File: config.mk
export PLATFORM = sky130hd
export DESIGN_NAME = double_extended80_converter_unit
export DESIGN_NICKNAME = d
export VERILOG_FILES = /design/src/hw/rtl/dx80_pkg.sv /design/src/hw/rtl/dx80_stage.sv /design/src/hw/rtl/double_extended80_converter_unit.sv
export SDC_FILE = /design/constraint.sdc
export NUM_CORES = 1
export LEC_CHECK = 0
export ABC_AREA = 1
export BUFFER_PORTS_ARGS = -buffer_cell sky130_fd_sc_hd__buf_4
export CORE_AREA = 5 5 260 262
export CTS_CLUSTER_DIAMETER = 40
export DETAILED_ROUTE_END_ITERATION = 8
export DIE_AREA = 0 0 265 267
export PLACE_DENSITY_LB_ADDON = 0.1
export SETUP_SLACK_MARGIN = 0.4
export SLEW_MARGIN = 5
export SYNTH_ARGS = -nofsm -noshare
export SYNTH_HDL_FRONTEND = slang
export SYNTH_SLANG_ARGS = --single-unit
File: constraint.sdc
create_clock -name aclk -period 10.45 [get_ports aclk]
set_input_delay 1.045 -clock aclk [delete_from_list [all_inputs] [get_ports aclk]]
set_output_delay 1.045 -clock aclk [all_outputs]
set_load 0.01 [all_outputs]
File: src/hw/rtl/dx80_pkg.sv
package dx80_pkg;

    // Operation codes
    localparam logic OP_WIDEN  = 1'b0;
    localparam logic OP_NARROW = 1'b1;

    // Format constants
    localparam logic [14:0] EXT_EXP_ONES  = 15'h7fff;
    localparam logic [14:0] EXT_REBIAS    = 15'd15360;  // 16383 - 1023
    localparam logic [14:0] EXT_SUB_BASE  = 15'd15372;  // 63 - 1074 + 16383
    localparam logic [63:0] EXT_INF_MAN   = 64'h8000_0000_0000_0000;
    localparam logic [63:0] EXT_NAN_MAN   = 64'hc000_0000_0000_0000;
    localparam logic [62:0] DBL_INF       = 63'h7ff0_0000_0000_0000;
    localparam logic [62:0] DBL_QNAN      = 63'h7ff8_0000_0000_0000;
    localparam logic signed [16:0] EXT_BIAS = 17'sd16383;

    typedef struct packed {
        logic        operation;
        logic [15:0] source_high;
        logic [63:0] source_low;
    } in_word_t;

    typedef struct packed {
        logic [15:0] result_high;
        logic [63:0] result_low;
    } out_word_t;

    // Working word carried down the pipeline
    typedef struct packed {
        logic               op;
        logic               sign;
        logic               fixed;   // result already final
        logic [15:0]        hi;
        logic [63:0]        lo;
        logic [14:0]        ex;
        logic [5:0]         lz;      // leading zeros, later the subnormal shift
        logic signed [16:0] ue;      // unbiased double exponent
        logic               inc;     // round-up pending
    } work_t;

endpackage

File: src/hw/rtl/dx80_stage.sv
module dx80_stage #(
    parameter int W = 8
) (
    input  logic         aclk,
    input  logic         aresetn,
    input  logic         in_valid,
    output logic         in_ready,
    input  logic [W-1:0] in_data,
    output logic         out_valid,
    input  logic         out_ready,
    output logic [W-1:0] out_data
);

    logic         valid_reg;
    logic [W-1:0] data_reg;

    // A stage takes a new word when empty or when its word moves on
    assign in_ready  = !valid_reg || out_ready;
    assign out_valid = valid_reg;
    assign out_data  = data_reg;

    always_ff @(posedge aclk) begin
        if (!aresetn) begin
            valid_reg <= 1'b0;
        end else if (in_ready) begin
            valid_reg <= in_valid;
        end
    end

    always_ff @(posedge aclk) begin
        if (in_ready && in_valid) begin
            data_reg <= in_data;
        end
    end

endmodule

File: src/hw/rtl/double_extended80_converter_unit.sv
// Double / 80-bit extended converter.
// Input channel s_valid/s_ready/s_data carries one word per value: the
// operation (0 widen double to extended, 1 narrow extended to double), the
// extended sign/exponent and the 64-bit source. Output channel
// m_valid/m_ready/m_data returns one result word per input word, in order.
// A word passes from acceptance to m_valid through six register
// stages: input register, leading zero count, normalizing shift, 53-bit
// round with exponent range check, subnormal shift, final increment into
// the output register.
// Throughput is one word per cycle with m_ready high; every stage has its
// own valid bit and takes a new word whenever it is empty or its word
// moves on, so bubbles close up and the block keeps accepting while a
// result waits. When m_ready is low the output register holds its word
// and the stages behind it fill up; s_ready drops only once the whole
// pipeline is full. Nothing is lost or repeated across a stall.
// Synchronous active-low reset on aresetn clears all valid bits; the
// pipeline is empty and s_ready is high the cycle after reset is released.
module double_extended80_converter_unit (
    input  logic               aclk,
    input  logic               aresetn,
    input  logic               s_valid,
    output logic               s_ready,
    input  dx80_pkg::in_word_t s_data,
    output logic               m_valid,
    input  logic               m_ready,
    output dx80_pkg::out_word_t m_data
);

    localparam int WI = $bits(dx80_pkg::in_word_t);
    localparam int WW = $bits(dx80_pkg::work_t);
    localparam int WO = $bits(dx80_pkg::out_word_t);

    dx80_pkg::in_word_t  iw;
    dx80_pkg::work_t     c1, c2, c3, c4;
    dx80_pkg::work_t     w2, w3, w4, w5;
    dx80_pkg::out_word_t c5;
    logic v1, v2, v3, v4, v5;
    logic r1, r2, r3, r4, r5;

    // Input register
    dx80_stage #(.W(WI)) u_s1 (
        .aclk(aclk), .aresetn(aresetn),
        .in_valid(s_valid), .in_ready(s_ready), .in_data(s_data),
        .out_valid(v1), .out_ready(r1), .out_data(iw)
    );

    // Classify and count leading zeros
    always_comb begin
        logic [10:0] ex11;
        logic [51:0] frac;
        c1      = '0;
        ex11    = iw.source_low[62:52];
        frac    = iw.source_low[51:0];
        c1.op   = iw.operation;
        if (iw.operation == dx80_pkg::OP_WIDEN) begin
            c1.sign = iw.source_low[63];
            if (ex11 == 11'd0 && frac == 52'd0) begin
                c1.fixed = 1'b1;
                c1.hi    = {c1.sign, 15'd0};
            end else if (ex11 == 11'h7ff) begin
                c1.fixed = 1'b1;
                c1.hi    = {c1.sign, dx80_pkg::EXT_EXP_ONES};
                c1.lo    = (frac != 52'd0) ? dx80_pkg::EXT_NAN_MAN : dx80_pkg::EXT_INF_MAN;
            end else if (ex11 != 11'd0) begin
                c1.fixed = 1'b1;
                c1.hi    = {c1.sign, {4'd0, ex11} + dx80_pkg::EXT_REBIAS};
                c1.lo    = {1'b1, frac, 11'd0};
            end else begin
                c1.lo    = {12'd0, frac};
            end
        end else begin
            c1.sign = iw.source_high[15];
            c1.ex   = iw.source_high[14:0];
            if (c1.ex == dx80_pkg::EXT_EXP_ONES) begin
                c1.fixed = 1'b1;
                c1.lo    = {c1.sign, (iw.source_low[62:0] != 63'd0) ?
                            dx80_pkg::DBL_QNAN : dx80_pkg::DBL_INF};
            end else if (iw.source_low == 64'd0) begin
                c1.fixed = 1'b1;
                c1.lo    = {c1.sign, 63'd0};
            end else begin
                c1.lo    = iw.source_low;
            end
        end
        // Priority encode the top set bit
        for (int i = 0; i < 64; i++) begin
            if (c1.lo[i]) begin
                c1.lz = 6'(63 - i);
            end
        end
    end

    dx80_stage #(.W(WW)) u_s2 (
        .aclk(aclk), .aresetn(aresetn),
        .in_valid(v1), .in_ready(r1), .in_data(c1),
        .out_valid(v2), .out_ready(r2), .out_data(w2)
    );

    // Normalize; widening of a subnormal double finishes here
    always_comb begin
        c2 = w2;
        if (!w2.fixed) begin
            c2.lo = w2.lo << w2.lz;
            if (w2.op == dx80_pkg::OP_WIDEN) begin
                c2.fixed = 1'b1;
                c2.hi    = {w2.sign, dx80_pkg::EXT_SUB_BASE - {9'd0, w2.lz}};
            end else begin
                c2.ue = $signed({2'b00, w2.ex}) - dx80_pkg::EXT_BIAS
                        - $signed({11'd0, w2.lz});
            end
        end
    end

    dx80_stage #(.W(WW)) u_s3 (
        .aclk(aclk), .aresetn(aresetn),
        .in_valid(v2), .in_ready(r2), .in_data(c2),
        .out_valid(v3), .out_ready(r3), .out_data(w3)
    );

    // Round to 53 bits, then check the exponent range
    always_comb begin
        logic        up;
        logic [53:0] sum;
        logic [52:0] q;
        logic signed [16:0] ue;
        logic signed [16:0] rr;
        c3  = w3;
        up  = w3.lo[10] && ((w3.lo[9:0] != 10'd0) || w3.lo[11]);
        sum = {1'b0, w3.lo[63:11]} + {53'd0, up};
        q   = sum[53] ? {1'b1, 52'd0} : sum[52:0];
        ue  = w3.ue + $signed({16'd0, sum[53]});
        rr  = -17'sd1022 - ue;
        if (!w3.fixed) begin
            c3.fixed = 1'b1;
            if (ue > 17'sd1023) begin
                c3.lo = {w3.sign, dx80_pkg::DBL_INF};
            end else if (ue >= -17'sd1022) begin
                c3.lo = {w3.sign, 11'(ue + 17'sd1023), q[51:0]};
            end else if (rr > 17'sd54) begin
                c3.lo = {w3.sign, 63'd0};
            end else begin
                c3.fixed = 1'b0;
                c3.lo    = {11'd0, q};
                c3.lz    = rr[5:0];
            end
        end
    end

    dx80_stage #(.W(WW)) u_s4 (
        .aclk(aclk), .aresetn(aresetn),
        .in_valid(v3), .in_ready(r3), .in_data(c3),
        .out_valid(v4), .out_ready(r4), .out_data(w4)
    );

    // Subnormal shift: keep half and sticky bits
    always_comb begin
        logic [63:0] hmask;
        logic        half;
        logic        sticky;
        logic [63:0] shr;
        c4     = w4;
        hmask  = (64'd1 << (w4.lz - 6'd1)) - 64'd1;
        half   = w4.lo[w4.lz - 6'd1];
        sticky = (w4.lo & hmask) != 64'd0;
        shr    = w4.lo >> w4.lz;
        if (!w4.fixed) begin
            c4.lo  = shr;
            c4.inc = half && (sticky || shr[0]);
        end
    end

    dx80_stage #(.W(WW)) u_s5 (
        .aclk(aclk), .aresetn(aresetn),
        .in_valid(v4), .in_ready(r4), .in_data(c4),
        .out_valid(v5), .out_ready(r5), .out_data(w5)
    );

    // Final increment and result word
    always_comb begin
        logic [63:0] rounded;
        rounded        = w5.lo + {63'd0, w5.inc};
        c5.result_high = (w5.op == dx80_pkg::OP_WIDEN) ? w5.hi : 16'd0;
        c5.result_low  = w5.fixed ? w5.lo : {w5.sign, rounded[62:0]};
    end

    dx80_stage #(.W(WO)) u_s6 (
        .aclk(aclk), .aresetn(aresetn),
        .in_valid(v5), .in_ready(r5), .in_data(c5),
        .out_valid(m_valid), .out_ready(m_ready), .out_data(m_data)
    );

endmodule

After elaboration in Yosys (flattened, before gate mapping)
Cells that the tools add are included.

storage, ports and cells
  register bits = 635
  input bits = 85
  output and inout bits = 82
  word-level logic and storage cells = 179

cells by class
  $add $sub $neg = 11
  order comparisons = 4
  eq/ne operators = 2
  shifts and indexed selects = 3
  multiplexer cells = 92
  bitwise gates (word level) = 2
  reductions and logical operators = 39

operators by type and width
  operator                                            number
  two-way mux 64 bit                                  11
  two-way mux 6 bit                                   36
  two-way mux 81 bit                                  1
  two-way mux 5 bit                                   16
  two-way mux 80 bit                                  1
  AND 64 bit                                          1
  zero test 64 bit                                    1
  nonzero test 64 bit                                 1
  left shift 1 x 6 -> 64 bit, first input constant    1
  left shift 64 x 6 -> 64 bit                         1
  right shift 64 x 6 -> 64 bit                        1
  subtractor 64 x 1 -> 64 bit, second input constant  1
  adder 63 x 1 -> 63 bit                              1
  two-way mux 63 bit                                  1
  nonzero test 63 bit                                 1
  adder 53 x 1 -> 54 bit                              1
  two-way mux 53 bit                                  1
  zero test 52 bit                                    1
  two-way mux 52 bit                                  1
  nonzero test 52 bit                                 1
  two-way mux 17 bit                                  3
  two-way mux 4 bit                                   8
  OR reduction 32 bit                                 1
  adder 17 x 2 -> 17 bit                              1
  29 further kinds                                    60

Depth between registers and ports, before layout
  depth after elaboration = 68
  mapped depth = 71
  gate-level depth less buffers = 71

Cells and area by module
From an unflattened synthesis, not the netlist that was laid out.

unflattened totals
  cell total of the unflattened synthesis = 4592
  area, all modules = 39002.4 um^2

by module, submodules not included
  module                            instances  cells each  area an instance (um^2)  sequential area each (um^2)
  double_extended80_converter_unit  1          3901        19205.9                  0.0
  dx80_stage at u_s2 ...            4          129         3714.8                   3683.5
  dx80_stage at u_s1                1          88          2483.6                   2452.4
  dx80_stage at u_s6                1          87          2453.6                   2422.3

Worst setup path before layout
Ideal clock, no wire load.

  path type = register to register
  start = register u_s3.data_reg[52] (netlist: u_s3.out_data[52])
  end = register u_s4.data_reg[63] (netlist: u_s4.out_data[63]), data pin
  setup time = 0.271 ns
  arrival = 6.687 ns
  required time = 10.179 ns
  setup slack = 3.492 ns
  stages on the path, launching flop included = 60
  buffers on the path = 2
  clock period less this slack = 6.958 ns
  cell sequence = edfxtp_1 -> inv_2 -> nor3_2 -> inv_2 -> nor2_4 -> inv_2 -> nor2_2 -> nand4_4 -> nor3_4 -> nand3_4 -> nor4_2 -> nand3_2 -> nor4_4 -> nand4_2 -> nor2_1 -> nand2_1 -> nor2_2 -> nand2_2 -> (+24 left out) -> nor2_1 -> xor2_1 -> inv_1 -> nor2_1 -> inv_1 -> nor2_1 -> nand2_1 -> inv_1 -> o211ai_1 -> xor2_1 -> nand4_1 -> nand2_1 -> nor2_1 -> inv_1 -> nand2_1 -> clkbuf_8 -> clkbuf_1 -> o22ai_1

RTL lines
  what                    line              RTL
  start, declared         dx80_stage.sv:15  logic [W-1:0] data_reg;
  start signal, assigned  dx80_stage.sv:32  data_reg <= in_data;
  end signal, assigned    dx80_stage.sv:32
  end, declared           dx80_stage.sv:15

==> qor.csv <==
stage,metric,value,unit
status,status,"complete, no violations",
placement,Detail Placement HPWL,85160,um
clocking,root buffer cell,clkbuf_16,
critical_path,Critical-path top delay cell,nand2_2,
global_route,Total Routing Usage GR,0.2986,
floorplan,effective utilization at floorplan,0.5443,
critical_path,Crit Path Max Fanout,49,
power_and_ir_drop,Comb pwr share,0.098,
routing,Routed WL,109300,um
critical_path,WP data required,10750,ps
critical_path,CP Class,flip-flop to flip-flop,
flow_run,max-cap check violation count,0,
synthesis,part of the Yosys area used for sequential elements,0.4547,
critical_path,R2R cell count,51,
final_layout,Finished Cell Area,0.03961,mm2
routing,drt drc,0,
sta,Slew HR,0.2466,
clocking,CTS max path bufs,3,
clocking,CTS buffer count,72,
sta,fin crit share,0.8071,
placement,buffers added on ports,166,
clocking,Worst-path clk slew,60,ps
routing,Vias/cell,5.719,
global_route,global-route wire length before repair,165000,um
global_route,initial antenna violation count,1,
final_layout,NumNets Final,4590,
clocking,Num Clock Sinks,539,
sta,RSZ-0062 raised after global routing,no,
synthesis,Yosys cell types,84,
final_layout,synthesis-to-finish area growth,11.68,%
critical_path,CP Depth,51,
synthesis,fraction of registers with async set/reset,0,
final_layout,"commonest non-fill, non-tap cell in the layout",nand2_1,
hold_path,Worst Hold Depth,0,
critical_path,Worst setup SP type,flip-flop,
global_route,met2 GRT Util,0.5072,
routing,first-pass detailed-route iteration total,7,
sta,worst-margin pin slew,1130,ps
synthesis,Synth warnings,0,
power_and_ir_drop,sw frac,0.2560,
global_route,total global routing overflow,0,
global_route,largest net degree at the start of global routing,113,
power_and_ir_drop,leak pwr,0.01689,uW
critical_path,worst path bufs/invs,9,
critical_path,"delay-heaviest family, CP",simple AND/OR/NAND/NOR gates,
critical_path,Critical Path Start,u_s3.out_data[52],
routing,WL/cell,20.23,um
clocking,CTS Hold Bufs,0,
global_route,vias in the first global route,29080,
power_and_ir_drop,clock power share,0.443,
clocking,CTS tree,built,
global_route,Top Usage Layer GRT,met2,
synthesis,Seq cells post-synth,539,
final_layout,"commonest cells after routing, fill and taps aside","nand2_1, inv_1, edfxtp_1",
synthesis,Main synth FF type,edfxtp_1,
synthesis,Avg Inst Size Synth,8.050,um2
power_and_ir_drop,power per cell area,137.4,mW/mm2
clocking,post-cts sizing count,0,
hold_path,hold_sp,u_s4.out_data[118],
sta,highest clock rate,118.6,MHz
floorplan,Die Wd,265,um
synthesis,Syn Nets,4516,
floorplan,core footprint,0.06516,mm2
hold_path,Hold Path Class,flip-flop to flip-flop,
power_and_ir_drop,maximum VDD drop,0.0002150,V
critical_path,CP Capture Type,flip-flop,
final_layout,share of layout cells above drive strength 1,0.09960,
power_and_ir_drop,internal power,4049,uW
sta,post-route setup TNS,0,ps
critical_path,Worst R2R Start,u_s3.out_data[52],
sta,fin crit period,8435,ps
placement,placed inst area,0.03719,mm2
clocking,Clock Latency Late Sink,610,ps
synthesis,Post-Syn Area,0.03547,mm2
floorplan,die area,0.07076,mm2
clocking,CTS H-Tree Depth,3,
synthesis,number of synthesized flops with an enable pin,533,
placement,GPL Wtd Cong,0.9877,
critical_path,crit-path max cell delay,620,ps
sta,endpoints failing setup,0,
floorplan,I/O pins,167,
clocking,"Setup Fix Bufs, Post-CTS",0,
routing,DRT iter0 DRCs,3040,
power_and_ir_drop,Seq pwr share,0.458,
global_route,met1 usage,0.3634,
floorplan,height of the die,267,um
power_and_ir_drop,Switch Pwr,1393,uW
sta,Clock Skew,25.37,ps
floorplan,# rows,94,
sta,final hold viol count,0,
critical_path,CP Data Arrival Time,8740,ps
global_route,GRT met3 Usage,0.04038,
sta,Slew Limit Fails,0,
routing,DR vias,30900,
synthesis,Post-Synthesis Cells,4406,
final_layout,Fillers,5966,
routing,post-route ant nets,0,
## kinds of logic (layout without fill, tap and decap cells)
family / count (synthesis) / in the layout / synth area share
mux: 136 / 136 / 0.03838
compound gates: 882 / 882 / 0.1470
other cells: 0 / 1 / 0
buf+inv: 858 / 990 / 0.09543
simple gates: 1832 / 1832 / 0.2221
flops: 539 / 539 / 0.4547
xor+xnor: 134 / 134 / 0.03330
fa+ha+maj: 25 / 25 / 0.009031
## stage by stage
stage               cells  setup slack (ps)  hold slack (ps)    util  total power [uW]
global route         5402              1119            412.0  0.6078              5652
CTS                  5402              2031            413.6  0.6078              5478
detailed placement   5270              2045            404.5  0.5708              3063
floorplan            4406              3492            400.3       -              2891
finish               5403              2015            413.2  0.6079              5442
global placement     5270              2172            400.8  0.5708              3061
## path summary, 6_finish.rpt
| check | endpoint | slack [ps] |
|---|---|---|
| worst max-delay path | u_s4.out_data[82] | 2020 |
| worst min-delay path | u_s5.out_data[118] | 410 |
| worst min register to register | u_s5.out_data[118] | 410 |
| worst max register to register | u_s4.out_data[82] | 2020 |
## Yosys cell counts, types with 5 or more instances
cell / instances / share of area
nor4_1: 38 / 0.0067
o21a_1: 9 / 0.0019
clkbuf_8: 9 / 0.0035
nor2_2: 23 / 0.0041
nand2_2: 9 / 0.0016
or2_2: 10 / 0.0018
edfxtp_1: 533 / 0.45
inv_2: 31 / 0.0033
o311ai_0: 6 / 0.0015
nor2_1: 480 / 0.051
a21oi_1: 141 / 0.020
a211oi_1: 16 / 0.0034
buf_1: 35 / 0.0037
a22oi_1: 9 / 0.0019
o32ai_1: 49 / 0.012
o221ai_1: 25 / 0.0062
buf_6: 5 / 0.0016
nand2_1: 922 / 0.098
o21ai_0: 417 / 0.059
nor3_1: 95 / 0.013
clkbuf_1: 147 / 0.016
xnor2_1: 22 / 0.0054
dfxtp_1: 6 / 0.0034
ha_1: 24 / 0.0085
o22ai_1: 108 / 0.019
a31oi_1: 29 / 0.0051
o211ai_1: 22 / 0.0047
nand4_1: 42 / 0.0074
clkinv_1: 13 / 0.0014
inv_1: 606 / 0.064
o31ai_1: 9 / 0.0019
nand3_1: 167 / 0.024
mux2i_1: 136 / 0.038
xor2_1: 111 / 0.027
## area by class of cell
class	count	area (um2)	share of cell area
Sequential cell	539	16130	0.4071
Multi-Input combinational cell	3009	15980	0.4035
Inverter	654	2475	0.06248
Clock buffer	76	1817	0.04587
Timing Repair Buffer	204	1531	0.03867
Tap cell	864	1081	0.02729
Clock inverter	56	594.3	0.01501
Antenna cell	1	2.502	0.00006318
## power by group through the flow
stage	clock network, uW	logic [uW]	registers, uW
after CTS	2460	528	2490
after global placement	0	526	2540
after floorplan	0	370	2520
final	2410	536	2490
after global routing	2560	592	2500
after detailed placement	0	526	2540
## routing by layer
metal / up-vias / routed length [um]
li1: 15160 / -
met1: 14140 / 42020
met2: 1241 / 52380
met3: 355 / 6925
met4: 2 / 7974
met5: - / 13
## registers in the layout, summed over array words and instances (netlist names), 78 cells and up
name           count
u_s5.out_data     82
u_s3.out_data    104
u_s2.out_data    101
u_s4.out_data     87
u_s6.out_data     78
u_s1.out_data     81
Note: power is estimated with default switching activity, not from simulation.
